<file path="config.mk">
export PLATFORM = sky130hd
export DESIGN_NAME = tx_ring_chunk_dispatcher_core
export DESIGN_NICKNAME = d
export VERILOG_FILES = /design/src/sv/txrcd_pkg.sv /design/src/sv/tx_ring_chunk_dispatcher_core.sv /design/src/sv/txrcd_ring_mem.sv /design/src/sv/txrcd_kick.sv
export SDC_FILE = /design/constraint.sdc
export NUM_CORES = 2
export LEC_CHECK = 0
export BUFFER_PORTS_ARGS = -buffer_cell sky130_fd_sc_hd__buf_4
export CORE_ASPECT_RATIO = 1.4
export CORE_UTILIZATION = 45
export CTS_BUF_LIST = sky130_fd_sc_hd__clkbuf_8
export CTS_CLUSTER_DIAMETER = 30
export DETAILED_ROUTE_END_ITERATION = 6
export GPL_ROUTABILITY_DRIVEN = 0
export SYNTH_ARGS = -nofsm -noshare
export SYNTH_HDL_FRONTEND = slang
export SYNTH_SLANG_ARGS = --single-unit
</file>
<file path="constraint.sdc">
create_clock -name clk_i -period 8.18 [get_ports clk_i]
set_input_delay 0 -clock clk_i [delete_from_list [all_inputs] [get_ports clk_i]]
set_output_delay 0 -clock clk_i [all_outputs]
set_load 0.02 [all_outputs]
</file>
<file path="src/sv/txrcd_pkg.sv">
// txrcd_pkg: shared types and constants of the transmit ring chunk dispatcher
// no dependencies; used by txrcd_kick and tx_ring_chunk_dispatcher_core
`default_nettype none

package txrcd_pkg;

  // ring size and timeout register reset value
  localparam int unsigned BufDepthDefault = 512;
  localparam logic [15:0] TimeoutReset    = 16'd100;

  // item opcodes
  typedef enum logic [1:0] {
    ActBegin = 2'd0,
    ActByte  = 2'd1,
    ActPoll  = 2'd2,
    ActRead  = 2'd3
  } action_e;

  // status of one kick
  typedef struct packed {
    logic aborted;
    logic started;
  } kick_flags_t;

endpackage

`default_nettype wire

</file>
<file path="src/sv/tx_ring_chunk_dispatcher_core.sv">
// tx_ring_chunk_dispatcher_core: transmit ring that hands contiguous chunks to a dma engine
// depends on txrcd_pkg, txrcd_kick and txrcd_ring_mem
//
// usage:
//   input channel (in_valid_i / in_ready_o) carries one item: begin write, write byte,
//   poll kick or read byte, with link and dma status and the millisecond tick.
//   output channel (out_valid_o / out_ready_i) returns exactly one result item per
//   input item, in order.
//   cfg_we_i / cfg_wdata_i write the stuck timeout (ms); write only while idle.
// result timing and throughput:
//   the result is registered and appears in the cycle after the item is accepted; one item
//   per cycle is sustained while out_ready_i stays high. the rate is set by the state update
//   loop (head, pending, in-flight, fill pointer), updated combinationally, and by the single
//   write and read port of the byte store, which each item uses at most once.
// stall:
//   a result waiting in the output register does not block input as long as the
//   receiver takes it in the same cycle; when the receiver holds out_ready_i low the
//   input ready drops until the result is taken.
// reset:
//   pointers and counts clear, no write is open, the timeout returns to 100 ms.
//   the byte store is not cleared; a read of a never-written position is undefined.
`default_nettype none

module tx_ring_chunk_dispatcher_core #(
  parameter int unsigned BufDepth = txrcd_pkg::BufDepthDefault,
  parameter int unsigned PtrW     = $clog2(BufDepth),
  parameter int unsigned CntW     = PtrW + 1
) (
  input  wire logic            clk_i,
  input  wire logic            rst_ni,
  // configuration
  input  wire logic            cfg_we_i,
  input  wire logic [15:0]     cfg_wdata_i,
  // input channel
  input  wire logic            in_valid_i,
  output logic                 in_ready_o,
  input  wire logic [1:0]      action_i,
  input  wire logic [15:0]     write_length_i,
  input  wire logic [7:0]      byte_data_i,
  input  wire logic [PtrW-1:0] read_index_i,
  input  wire logic            link_ready_i,
  input  wire logic            dma_accepts_i,
  input  wire logic [31:0]     now_ms_i,
  // output channel
  output logic                 out_valid_o,
  input  wire logic            out_ready_i,
  output logic                 accepted_o,
  output logic                 tx_error_o,
  output logic                 aborted_o,
  output logic                 chunk_started_o,
  output logic      [PtrW-1:0] chunk_start_o,
  output logic      [CntW-1:0] chunk_length_o,
  output logic      [7:0]      read_data_o,
  output logic      [CntW-1:0] pending_count_o
);

  localparam logic [CntW-1:0] DepthC  = CntW'(BufDepth);
  localparam logic [PtrW-1:0] LastPos = PtrW'(BufDepth - 1);

  // ring state
  logic [PtrW-1:0] head_q, head_d;
  logic [CntW-1:0] pending_q, pending_d;
  logic [CntW-1:0] inflight_q, inflight_d;
  logic [31:0]     start_time_q, start_time_d;
  logic [PtrW-1:0] fill_q, fill_d;
  logic [CntW-1:0] left_q, left_d;
  logic [CntW-1:0] open_len_q, open_len_d;
  logic [15:0]     timeout_q;

  // result register
  logic            out_valid_q, out_valid_d;
  logic            accepted_q, accepted_d;
  logic            tx_error_q, tx_error_d;
  logic            aborted_q, aborted_d;
  logic            started_q, started_d;
  logic [PtrW-1:0] chunk_start_q, chunk_start_d;
  logic [CntW-1:0] chunk_len_q, chunk_len_d;
  logic [CntW-1:0] pend_cnt_q;
  logic            is_read_q, is_read_d;

  // datapath
  logic                   accept;
  logic                   valid_len;
  logic                   last_byte;
  logic [CntW:0]          commit_sum;
  logic [CntW-1:0]        commit_pend;
  logic [CntW-1:0]        kick_pend_in;
  logic                   kick_run;
  logic [PtrW-1:0]        k_head;
  logic [CntW-1:0]        k_pend;
  logic [CntW-1:0]        k_infl;
  logic [31:0]            k_time;
  logic [CntW-1:0]        k_clen;
  txrcd_pkg::kick_flags_t k_flags;
  logic [CntW-1:0]        fill_sum;
  logic [PtrW-1:0]        fill_new;
  logic                   no_space;
  logic                   mem_we;
  logic                   mem_re;
  logic [PtrW:0]          ridx_ext;
  logic [PtrW-1:0]        ridx;
  logic [7:0]             mem_rdata;

  // input is taken whenever the result register is free or being emptied
  assign in_ready_o = !out_valid_q || out_ready_i;
  assign accept     = in_valid_i && in_ready_o;

  assign valid_len = (write_length_i != 16'd0) && (write_length_i <= 16'(BufDepth));
  assign last_byte = (left_q == CntW'(1));

  // committing the open message, saturated at the ring size
  assign commit_sum  = (CntW+1)'(pending_q) + (CntW+1)'(open_len_q);
  assign commit_pend = (commit_sum > (CntW+1)'(BufDepth)) ? DepthC : CntW'(commit_sum);

  // byte items kick with the freshly committed count
  assign kick_pend_in = (txrcd_pkg::action_e'(action_i) == txrcd_pkg::ActByte)
                        ? commit_pend : pending_q;

  txrcd_kick #(
    .BufDepth (BufDepth),
    .PtrW     (PtrW),
    .CntW     (CntW)
  ) u_kick (
    .ready_i      (link_ready_i),
    .dma_ok_i     (dma_accepts_i),
    .now_i        (now_ms_i),
    .timeout_i    (timeout_q),
    .head_i       (head_q),
    .pending_i    (kick_pend_in),
    .inflight_i   (inflight_q),
    .start_time_i (start_time_q),
    .head_o       (k_head),
    .pending_o    (k_pend),
    .inflight_o   (k_infl),
    .start_time_o (k_time),
    .chunk_len_o  (k_clen),
    .flags_o      (k_flags)
  );

  // tail of the ring after the kick of a begin write
  assign fill_sum = CntW'(k_head) + k_pend;
  assign fill_new = (fill_sum >= DepthC) ? PtrW'(fill_sum - DepthC) : PtrW'(fill_sum);
  assign no_space = 16'(DepthC - k_pend) < write_length_i;

  // read position taken modulo the ring size
  assign ridx_ext = {1'b0, read_index_i};
  assign ridx     = (ridx_ext >= (PtrW+1)'(BufDepth))
                    ? PtrW'(ridx_ext - (PtrW+1)'(BufDepth)) : read_index_i;

  always_comb begin
    head_d       = head_q;
    pending_d    = pending_q;
    inflight_d   = inflight_q;
    start_time_d = start_time_q;
    fill_d       = fill_q;
    left_d       = left_q;
    open_len_d   = open_len_q;
    kick_run     = 1'b0;
    accepted_d   = 1'b0;
    tx_error_d   = 1'b0;
    mem_we       = 1'b0;
    mem_re       = 1'b0;
    is_read_d    = 1'b0;

    case (txrcd_pkg::action_e'(action_i))
      txrcd_pkg::ActBegin: begin
        // bad lengths are dropped with no kick
        if (valid_len) begin
          kick_run = 1'b1;
          if (no_space) begin
            tx_error_d = 1'b1;
          end else begin
            fill_d     = fill_new;
            left_d     = CntW'(write_length_i);
            open_len_d = CntW'(write_length_i);
            accepted_d = 1'b1;
          end
        end
      end
      txrcd_pkg::ActByte: begin
        // stray bytes with no open write are ignored
        if (left_q != '0) begin
          mem_we = 1'b1;
          fill_d = (fill_q == LastPos) ? '0 : fill_q + PtrW'(1);
          left_d = left_q - CntW'(1);
          if (last_byte) begin
            pending_d  = commit_pend;
            open_len_d = '0;
            kick_run   = 1'b1;
          end
        end
      end
      txrcd_pkg::ActPoll: begin
        kick_run = 1'b1;
      end
      txrcd_pkg::ActRead: begin
        mem_re    = 1'b1;
        is_read_d = 1'b1;
      end
      default: begin
        kick_run = 1'b0;
      end
    endcase

    if (kick_run) begin
      head_d       = k_head;
      pending_d    = k_pend;
      inflight_d   = k_infl;
      start_time_d = k_time;
    end

    aborted_d     = kick_run && k_flags.aborted;
    started_d     = kick_run && k_flags.started;
    tx_error_d    = tx_error_d || aborted_d;
    chunk_start_d = started_d ? k_head : '0;
    chunk_len_d   = started_d ? k_clen : '0;
  end

  assign out_valid_d = accept || (out_valid_q && !out_ready_i);

  txrcd_ring_mem #(
    .Depth (BufDepth),
    .AddrW (PtrW)
  ) u_ring_mem (
    .clk_i   (clk_i),
    .we_i    (accept && mem_we),
    .waddr_i (fill_q),
    .wdata_i (byte_data_i),
    .re_i    (accept && mem_re),
    .raddr_i (ridx),
    .rdata_o (mem_rdata)
  );

  // control state
  always_ff @(posedge clk_i or negedge rst_ni) begin
    if (!rst_ni) begin
      head_q       <= '0;
      pending_q    <= '0;
      inflight_q   <= '0;
      start_time_q <= '0;
      fill_q       <= '0;
      left_q       <= '0;
      open_len_q   <= '0;
      timeout_q    <= txrcd_pkg::TimeoutReset;
      out_valid_q  <= 1'b0;
    end else begin
      out_valid_q <= out_valid_d;
      if (cfg_we_i) begin
        timeout_q <= cfg_wdata_i;
      end
      if (accept) begin
        head_q       <= head_d;
        pending_q    <= pending_d;
        inflight_q   <= inflight_d;
        start_time_q <= start_time_d;
        fill_q       <= fill_d;
        left_q       <= left_d;
        open_len_q   <= open_len_d;
      end
    end
  end

  // result payload, held while the receiver stalls
  always_ff @(posedge clk_i) begin
    if (accept) begin
      accepted_q    <= accepted_d;
      tx_error_q    <= tx_error_d;
      aborted_q     <= aborted_d;
      started_q     <= started_d;
      chunk_start_q <= chunk_start_d;
      chunk_len_q   <= chunk_len_d;
      pend_cnt_q    <= pending_d;
      is_read_q     <= is_read_d;
    end
  end

  assign out_valid_o     = out_valid_q;
  assign accepted_o      = accepted_q;
  assign tx_error_o      = tx_error_q;
  assign aborted_o       = aborted_q;
  assign chunk_started_o = started_q;
  assign chunk_start_o   = chunk_start_q;
  assign chunk_length_o  = chunk_len_q;
  assign read_data_o     = is_read_q ? mem_rdata : 8'd0;
  assign pending_count_o = pend_cnt_q;

`ifndef SYNTH
  // in-flight bytes are always part of the pending count, which never exceeds the ring
  a_counts_bounded: assert property (@(posedge clk_i) disable iff (!rst_ni)
    (inflight_q <= pending_q) && (pending_q <= DepthC))
    else $error("pending or in-flight count out of range");

  // a launched chunk is non-empty and stays inside the ring
  a_chunk_contiguous: assert property (@(posedge clk_i) disable iff (!rst_ni)
    (out_valid_o && chunk_started_o) |->
      ((chunk_length_o != '0) &&
       ((CntW+1)'(chunk_start_o) + (CntW+1)'(chunk_length_o) <= (CntW+1)'(BufDepth))))
    else $error("launched chunk empty or crossing the ring end");

  // a dropped chunk always raises the error flag and launches nothing
  a_abort_flags: assert property (@(posedge clk_i) disable iff (!rst_ni)
    (out_valid_o && aborted_o) |-> (tx_error_o && !chunk_started_o))
    else $error("abort without error flag or with a launch");

  // an open write never wants more bytes than its message holds
  a_fill_bounded: assert property (@(posedge clk_i) disable iff (!rst_ni)
    left_q <= open_len_q)
    else $error("bytes left exceed open message length");
`endif

endmodule

`default_nettype wire

</file>
<file path="src/sv/txrcd_ring_mem.sv">
// txrcd_ring_mem: byte store of the transmit ring, one write and one registered read port
// no package dependencies
`default_nettype none

module txrcd_ring_mem #(
  parameter int unsigned Depth = 512,
  parameter int unsigned AddrW = 9
) (
  input  wire logic             clk_i,
  input  wire logic             we_i,
  input  wire logic [AddrW-1:0] waddr_i,
  input  wire logic [7:0]       wdata_i,
  input  wire logic             re_i,
  input  wire logic [AddrW-1:0] raddr_i,
  output logic      [7:0]       rdata_o
);

  logic [7:0] mem_q [Depth];
  logic [7:0] rdata_q;

  // no reset: entries are undefined until written
  always_ff @(posedge clk_i) begin
    if (we_i) begin
      mem_q[waddr_i] <= wdata_i;
    end
    if (re_i) begin
      rdata_q <= mem_q[raddr_i];
    end
  end

  assign rdata_o = rdata_q;

endmodule

`default_nettype wire

</file>
<file path="src/sv/txrcd_kick.sv">
// txrcd_kick: combinational kick step (stuck abort, reclaim, launch of next chunk)
// depends on txrcd_pkg for kick_flags_t
`default_nettype none

module txrcd_kick #(
  parameter int unsigned BufDepth = txrcd_pkg::BufDepthDefault,
  parameter int unsigned PtrW     = $clog2(BufDepth),
  parameter int unsigned CntW     = PtrW + 1
) (
  input  wire logic                   ready_i,
  input  wire logic                   dma_ok_i,
  input  wire logic [31:0]            now_i,
  input  wire logic [15:0]            timeout_i,
  input  wire logic [PtrW-1:0]        head_i,
  input  wire logic [CntW-1:0]        pending_i,
  input  wire logic [CntW-1:0]        inflight_i,
  input  wire logic [31:0]            start_time_i,
  output logic      [PtrW-1:0]        head_o,
  output logic      [CntW-1:0]        pending_o,
  output logic      [CntW-1:0]        inflight_o,
  output logic      [31:0]            start_time_o,
  output logic      [CntW-1:0]        chunk_len_o,
  output txrcd_pkg::kick_flags_t      flags_o
);

  localparam logic [CntW-1:0] DepthC = CntW'(BufDepth);

  logic [CntW-1:0] head_sum;
  logic [PtrW-1:0] rc_head;
  logic [CntW-1:0] rc_pend;
  logic [CntW-1:0] room;
  logic [CntW-1:0] chunk;
  logic [31:0]     elapsed;
  logic            stuck;

  // finished or aborted chunk moves the head past it, wrapping once at most
  assign head_sum = CntW'(head_i) + inflight_i;
  assign rc_head  = (head_sum >= DepthC) ? PtrW'(head_sum - DepthC) : PtrW'(head_sum);
  assign rc_pend  = pending_i - inflight_i;

  // next chunk runs to the end of the ring at most
  assign room  = DepthC - CntW'(rc_head);
  assign chunk = (room > rc_pend) ? rc_pend : room;

  // wrapping tick difference
  assign elapsed = now_i - start_time_i;
  assign stuck   = (inflight_i != '0) && (elapsed > 32'(timeout_i));

  always_comb begin
    head_o          = head_i;
    pending_o       = pending_i;
    inflight_o      = inflight_i;
    start_time_o    = start_time_i;
    chunk_len_o     = '0;
    flags_o.aborted = 1'b0;
    flags_o.started = 1'b0;
    if (!ready_i) begin
      if (stuck) begin
        head_o          = rc_head;
        pending_o       = rc_pend;
        inflight_o      = '0;
        flags_o.aborted = 1'b1;
      end
    end else begin
      head_o     = rc_head;
      pending_o  = rc_pend;
      inflight_o = '0;
      if ((rc_pend != '0) && dma_ok_i) begin
        inflight_o      = chunk;
        start_time_o    = now_i;
        chunk_len_o     = chunk;
        flags_o.started = 1'b1;
      end
    end
  end

endmodule

`default_nettype wire

</file>
# Word-level counts from Yosys, hierarchy flattened
# Memory sizes are Yosys's and may differ from the RTL's. A register that Yosys moved wholly into a read port is not among the register bits.
# Index checks and enable logic that the tools add are counted.
# W data, S select, Z words.
[op_classes]
n_addsub = 12
order_cmp = 8
n_eq_ne = 9
n_mux = 47
reduce_logical = 28
[op_table]
columns = ["op", "n"]
rows = [
  ["$mux W10", 17],
  ["$mux W9", 9],
  ["$pmux W10 S2", 2],
  ["$gt A32 B16 Y1", 1],
  ["$sub A32 B32 Y32", 1],
  ["$reduce_bool A10 Y1", 3],
  ["$sub A9 B1 Y9 const B", 3],
  ["$add A9 B10 Y10", 2],
  ["$ge A10 B10 Y1 const B", 2],
  ["$pmux W9 S2", 1],
  ["$le A16 B10 Y1 const B", 1],
  ["$lt A16 B16 Y1", 1],
  ["$mux W1", 16],
  ["$reduce_bool A16 Y1", 1],
  ["$add A10 B10 Y11", 1],
  ["$gt A11 B10 Y1 const B", 1],
  ["$sub A10 B10 Y11 const A", 1],
  ["$eq A10 B1 Y1 const B", 1],
  ["$ge A9 B10 Y1 const B", 1],
  ["$gt A10 B10 Y1", 1],
  ["$sub A10 B1 Y10 const B", 1],
  ["$sub A10 B10 Y10", 1],
  ["$sub A10 B9 Y10 const A", 1],
  ["$add A9 B1 Y9 const B", 1],
  ["other kinds (17)", 34],
]
[totals]
regBits = 141
ram_bits = 4096
in_bits = 90
output_inout_bits = 43
word_cells = 122
memories = 1
[memory_table]
columns = ["memory", "words", "width", "read_ports", "rd_ports_with_merged_regs", "write_ports", "line_no", "rtl"]
rows = [
  ["u_ring_mem.mem_q", 512, 8, 1, 1, 1, "txrcd_ring_mem.sv:18", "logic [7:0] mem_q [Depth];"],
]

# Depth between registers and ports, before layout
[depth]
word_depth = 13
ltp_mapped = 39
ltp_nobuf = 36

# By module
# A second synthesis with hierarchy kept.
[hier_totals]
cells_unflattened = 9409
area_unflattened_um2 = 172683.1
[by_module_without_submodules]
columns = ["mod", "instances", "cells_each", "area_per_inst_um2", "seq_area_each_um2"]
rows = [
  ["txrcd_ring_mem", 1, 8030, 160007.2, 123238.2],
  ["tx_ring_chunk_dispatcher_core", 1, 655, 7850.0, 3702.3],
  ["txrcd_kick", 1, 724, 4825.9, 0.0],
]

# Worst setup path before layout
# No wires, ideal clock.
[synth_timing]
path_kind = "reg-to-reg"
from = "register start_time_q[0]"
to = "register fill_q[8]"
arrival_time_ps = 7242
path_slack_ps = 814
path_stages_with_launch = 37
cell_sequence = "dfrtp_1 > ha_1 > inv_1 > fa_1 > a211oi_1 > o21ai_1 > a32oi_1 > nor2_1 > nor2_1 > xnor2_1 > ha_1 > a21oi_1 > nand2_1 > a221o_1 > o31a_1 > a2111o_1 > a2111oi_2 > and4_4 > a31oi_2 > buf_2 > mux2i_1 > inv_1 > ha_1 > nand2_1 > nor2_1 > a31oi_1 > xnor2_1 > ha_1 > a21oi_1 > o21ai_0 > a21oi_1 > a21boi_0 > a21bo_2 > a32o_1 > buf_6 > nor2_8 > mux2_2"
[synth_between]
elab_chain_cells = 11
word_cells_on_any_way = 18
classes_between = "add/sub: 4; order compare: 3; eq/ne: 1; mux: 8; reduce/logical: 2"
[synth_lines]
columns = ["element", "line_no", "rtl"]
rows = [
  ["start, declared", "tx_ring_chunk_dispatcher_core.sv:64", "logic [31:0] start_time_q, start_time_d;"],
  ["start signal, assigned", "tx_ring_chunk_dispatcher_core.sv:255", "start_time_q <= start_time_d;"],
  ["$sub A32 B32 Y32 *", "txrcd_kick.sv:46", "assign elapsed = now_i - start_time_i;"],
  ["$gt A32 B16 Y1 *", "txrcd_kick.sv:47", "assign stuck = (inflight_i != '0) && (elapsed > 32'(timeout_i));"],
  ["$logic_and A1 B1 Y1 *", "txrcd_kick.sv:47", ""],
  ["$mux W9 / $mux W10 (equally long branches)", "txrcd_kick.sv:58", "if (stuck) begin"],
  ["$mux W9 / $mux W10 (equally long branches)", "txrcd_kick.sv:57", "if (!ready_i) begin"],
  ["$add A9 B10 Y10", "tx_ring_chunk_dispatcher_core.sv:141", "assign fill_sum = CntW'(k_head) + k_pend;"],
  ["$sub A9 B1 Y9 / $ge A10 B10 Y1 (equally long branches)", "tx_ring_chunk_dispatcher_core.sv:142", "assign fill_new = (fill_sum >= DepthC) ? PtrW'(fill_sum - DepthC) : PtrW'(fill_sum);"],
  ["$mux W9", "tx_ring_chunk_dispatcher_core.sv:142", ""],
  ["$mux W9", "tx_ring_chunk_dispatcher_core.sv:170", "if (no_space) begin"],
  ["$mux W9", "tx_ring_chunk_dispatcher_core.sv:168", "if (valid_len) begin"],
  ["$pmux W9 S2", "tx_ring_chunk_dispatcher_core.sv:165", "case (txrcd_pkg::action_e'(action_i))"],
  ["end signal, assigned", "tx_ring_chunk_dispatcher_core.sv:256", "fill_q <= fill_d;"],
  ["end, declared", "tx_ring_chunk_dispatcher_core.sv:65", "logic [PtrW-1:0] fill_q, fill_d;"],
]
# Mark *: on every way between the ends. The rest lies on a longest branch, timed or not. The select of a mux whose other input is x is not followed.
# A chain may end at the register's enable or synchronous reset.

# Worst setup path after layout
[layout_timing]
from = "register start_time_q[0]"
to = "register left_q[8]"
[layout_between]
elab_chain_cells = 9
[layout_lines]
columns = ["element", "line_no", "rtl"]
rows = [
  ["$sub A32 B32 Y32", "txrcd_kick.sv:46", ""],
  ["$gt A32 B16 Y1", "txrcd_kick.sv:47", ""],
  ["$logic_and A1 B1 Y1", "txrcd_kick.sv:47", ""],
  ["$mux W10", "txrcd_kick.sv:58", ""],
  ["$mux W10", "txrcd_kick.sv:57", ""],
  ["$sub A10 B10 Y11", "tx_ring_chunk_dispatcher_core.sv:143", "assign no_space = 16'(DepthC - k_pend) < write_length_i;"],
  ["$lt A16 B16 Y1", "tx_ring_chunk_dispatcher_core.sv:143", ""],
  ["$ne A2 B2 Y1 (no source line)", "--", ""],
  ["$reduce_and A5 Y1 (no source line)", "--", ""],
  ["end signal, assigned", "tx_ring_chunk_dispatcher_core.sv:257", "left_q <= left_d;"],
  ["end, declared", "tx_ring_chunk_dispatcher_core.sv:66", "logic [CntW-1:0] left_q, left_d;"],
]
# No other way between the ends.

==> flow_summary.json <==
{
  "viasPerCell": 5.865,
  "ios": 133,
  "cts_tree": "built",
  "fp.dieH_um": 727.9,
  "coreArea_mm2": 0.3748,
  "finalMaxSlewViolations": 0,
  "hold_path.class": "input pin to flip-flop",
  "die_w_um": 520.5,
  "fin_nets": 8706,
  "grt_pass1_wl_mm": 608.6,
  "crit_type": "flip-flop to flip-flop",
  "row_count": 266,
  "p_total_mw": 50.59,
  "period_share": 0.9555,
  "crit_path_start_kind": "flip-flop",
  "tightest_slew_ns": 1.222,
  "grt.total_usage": 0.2207,
  "cts_sinks": 4245,
  "wl_per_cell_um": 29.97,
  "clockBufferDepth": 4,
  "initial_core_util": 0.4519,
  "vias": 82000,
  "wl_met3_mm": 25.70,
  "synthCells": 7775,
  "highest_layer": "met5",
  "drtPass1Iterations": 5,
  "register_area_mm2": 0.1269,
  "setup_viol": 0,
  "drt-met1-wl_mm": 160.0,
  "cp_data_required_time_ns": 9.15,
  "cellPowerDensity_mw_per_mm2": 263.7,
  "io_buffers": 132,
  "fmax_mhz": 127.9,
  "multi_input_area_mm2": 0.04050,
  "cp_num_buf_inv": 4,
  "synth_flop_cell": "edfxtp_1",
  "fill_cells": 29530,
  "antenna_left": 0,
  "critPathTopFamily": "compound AO/OA/AOI/OAI gates",
  "yosys_warnings": 0,
  "setup_tns_ns": 0,
  "hold_viol_final": 0,
  "crit_fanout": 10,
  "finClkSkew_ns": 0.1024,
  "seq_area_frac_synth": 0.7496,
  "ir_drop_uv": 283.2,
  "crit_slowest_cell": "dlygate4sd3_1",
  "drc": 0,
  "slowest_delay_ns": 0.56,
  "grt_pass1_vias": 86100,
  "syn_nets": 7986,
  "gr-total-overflow": 0,
  "h-tree-depth": 6,
  "die_area_mm2": 0.3788,
  "clk_latency_ns": 1.11,
  "root_buffer": "clkbuf_8",
  "synth_area_leaders": "edfxtp_1, mux4_2, dfrtp_1",
  "ys_ff_latch": 4245,
  "synth_area_mm2": 0.1693,
  "yosysTopAreaCell": "edfxtp_1",
  "yosys.area.top_type_share": 0.7337,
  "run_status": "completed",
  "antenna_found_initial": 21,
  "grt_max_degree": 203,
  "wirelength_mm": 418.9,
  "max_cap_violations": 0,
  "cts_buffers": 667,
  "min_period_ns": 7.816,
  "avgSynthCellArea_um2": 21.78,
  "async_reset_ff_frac": 0.02521,
  "p_leak_nw": 60.83,
  "arrival_ns": 8.79,
  "slew_headroom": 0.1852,
  "worst_setup_path_end_kind": "flip-flop",
  "wl_met2_mm": 218.3,
  "synthDistinctLibCells": 87,
  "post-dp-hpwl_mm": 251.5,
  "drt_iter0_markers": 7865,
  "area_delta_synth_final_pct": 13.26,
  "synth_edf_count": 4138,
  "path_clk_slew_ns": 0.06,
  "drive_gt1_frac": 0.2927
}
[cell type report]
| cell class | instances | share of cell area |
|---|---|---|
| repair buffers | 484 | 0.02465 |
| clock buffers | 692 | 0.04965 |
| well taps | 4958 | 0.03234 |
| diodes | 15 | 0.0001957 |
| flip-flops and latches | 4245 | 0.6618 |
| inverters | 123 | 0.002407 |
| clock inverters | 489 | 0.01783 |
| multi-input cells | 2974 | 0.2111 |
[power breakdown]
| group | switching (mW) | internal [mW] |
|---|---|---|
| logic | 5.31 | 3.32 |
| clock network | 8.36 | 9.27 |
| registers | 0.225 | 24.1 |
[Yosys cell counts (17+ instances only)]
library cell / number
edfxtp_1: 4138
mux4_2: 1360
nor2_1: 601
clkbuf_1: 299
nand2_1: 183
inv_1: 123
ha_1: 116
dfrtp_1: 104
o21ai_0: 93
a21oi_1: 86
buf_1: 74
mux2_2: 66
buf_2: 54
xnor2_1: 41
a21o_1: 37
nor3_1: 34
nand3_1: 32
xor2_1: 26
nor2b_1: 23
nand4_1: 21
nand2b_1: 17
nor4_1: 17
[through the flow]
step / area, µm² / hold slack (ns) / utilization / cells / setup WS [ns]
2_1_floorplan: 169400 / -0.2956 / - / 7775 / 0.8135
3_3_place_gp: 176400 / -0.002979 / 0.4707 / 12550 / -0.03365
3_5_place_dp: 176400 / 0.01344 / 0.4707 / 12550 / -0.04531
4_1_cts: 191600 / 0.03008 / 0.5114 / 13960 / 0.05509
5_1_grt: 191800 / 0.08348 / 0.5118 / 13980 / -0.006268
6_report: 191800 / 0.06993 / 0.5118 / 13980 / 0.3641
[registers in the layout, summed over array words and instances, names as in the netlist]
name / count
fill_q: 9
out_valid_o: 1
chunk_started_o: 1
pending_count_o: 10
timeout_q: 16
chunk_start_o: 9
pending_q: 10
start_time_q: 32
chunk_length_o: 10
left_q: 10
is_read_q: 1
accepted_o: 1
inflight_q: 10
open_len_q: 10
u_ring_mem.mem_q: 4096
tx_error_o: 1
aborted_o: 1
head_q: 9
u_ring_mem.rdata_o: 8
[per-layer routing]
layer | vias to the layer above | track usage
li1 | 34030 | -
met1 | 44260 | 0.2834
met2 | 3023 | 0.3826
met3 | 690 | 0.03207
met4 | 2 | 0.07930
met5 | - | 0
[kinds of logic (layout without fill, tap and decap cells)]
| logic type | after synthesis | in the layout | synth area share |
|---|---|---|---|
| muxes | 1445 | 1445 | 0.1866 |
| AOI/OAI and AO/OA | 355 | 355 | 0.01347 |
| buffers and inverters | 556 | 1788 | 0.01293 |
| other | 0 | 15 | 0 |
| and+or+nand+nor | 986 | 986 | 0.02484 |
| DFF | 4245 | 4245 | 0.7496 |
| xor gates and xnor gates | 67 | 67 | 0.003465 |
| adders and majority gates | 121 | 121 | 0.009161 |
[worst paths after layout]
path | startpoint | end | slack (ns) | depth (start not counted)
max reg2reg | start_time_q[0]$_DFFE_PN0P_ | left_q[8]$_DFFE_PN0P_ | 0.36 | 32
min in group asynchronous | rst_ni | inflight_q[0]$_DFFE_PN0P_ | 0.55 | 5
max in group asynchronous | rst_ni | start_time_q[18]$_DFFE_PN0P_ | 6.54 | 5
min | byte_data_i[2] | u_ring_mem.mem_q[12][2]$_DFFE_PP_ | 0.07 | 2
max | start_time_q[0]$_DFFE_PN0P_ | left_q[8]$_DFFE_PN0P_ | 0.36 | 32
min reg2reg | inflight_q[7]$_DFFE_PN0P_ | inflight_q[7]$_DFFE_PN0P_ | 0.52 | 2
[cells in the final DEF, fill, tap and decap left out, drive strengths merged, types with 41 or more instances in the layout]
cell type    count
clkbuf         692
a21oi           88
dlygate4sd3    224
bufinv          43
mux4          1360
xnor2           41
nand2          183
clkinv         215
inv            307
o21ai           98
mux2            69
ha             116
nor2           602
dfrtp          104
edfxtp        4138
buf            260
clkinvlp        47
[worst reg2reg max path: cells and delay by family, from the launching register on]
| kind | cells | cell delay [ns] |
|---|---|---|
| adders and majority gates | 5 | 1.54 |
| xor gates and xnor gates | 1 | 0.16 |
| muxes | 1 | 0.21 |
| DFF | 1 | 0.41 |
| buffers and inverters | 4 | 0.93 |
| AOI/OAI and AO/OA | 11 | 2.92 |
| and+or+nand+nor | 10 | 1.51 |
[timing repair]
action,CTS,global route
hold buffers,226,0
pin swaps,0,5
endpoints found under the setup margin,11,30
hold endpoints to repair,2034,0
resized for setup,1,16
setup buffers,0,7
Power figures use the tool's default switching activity.
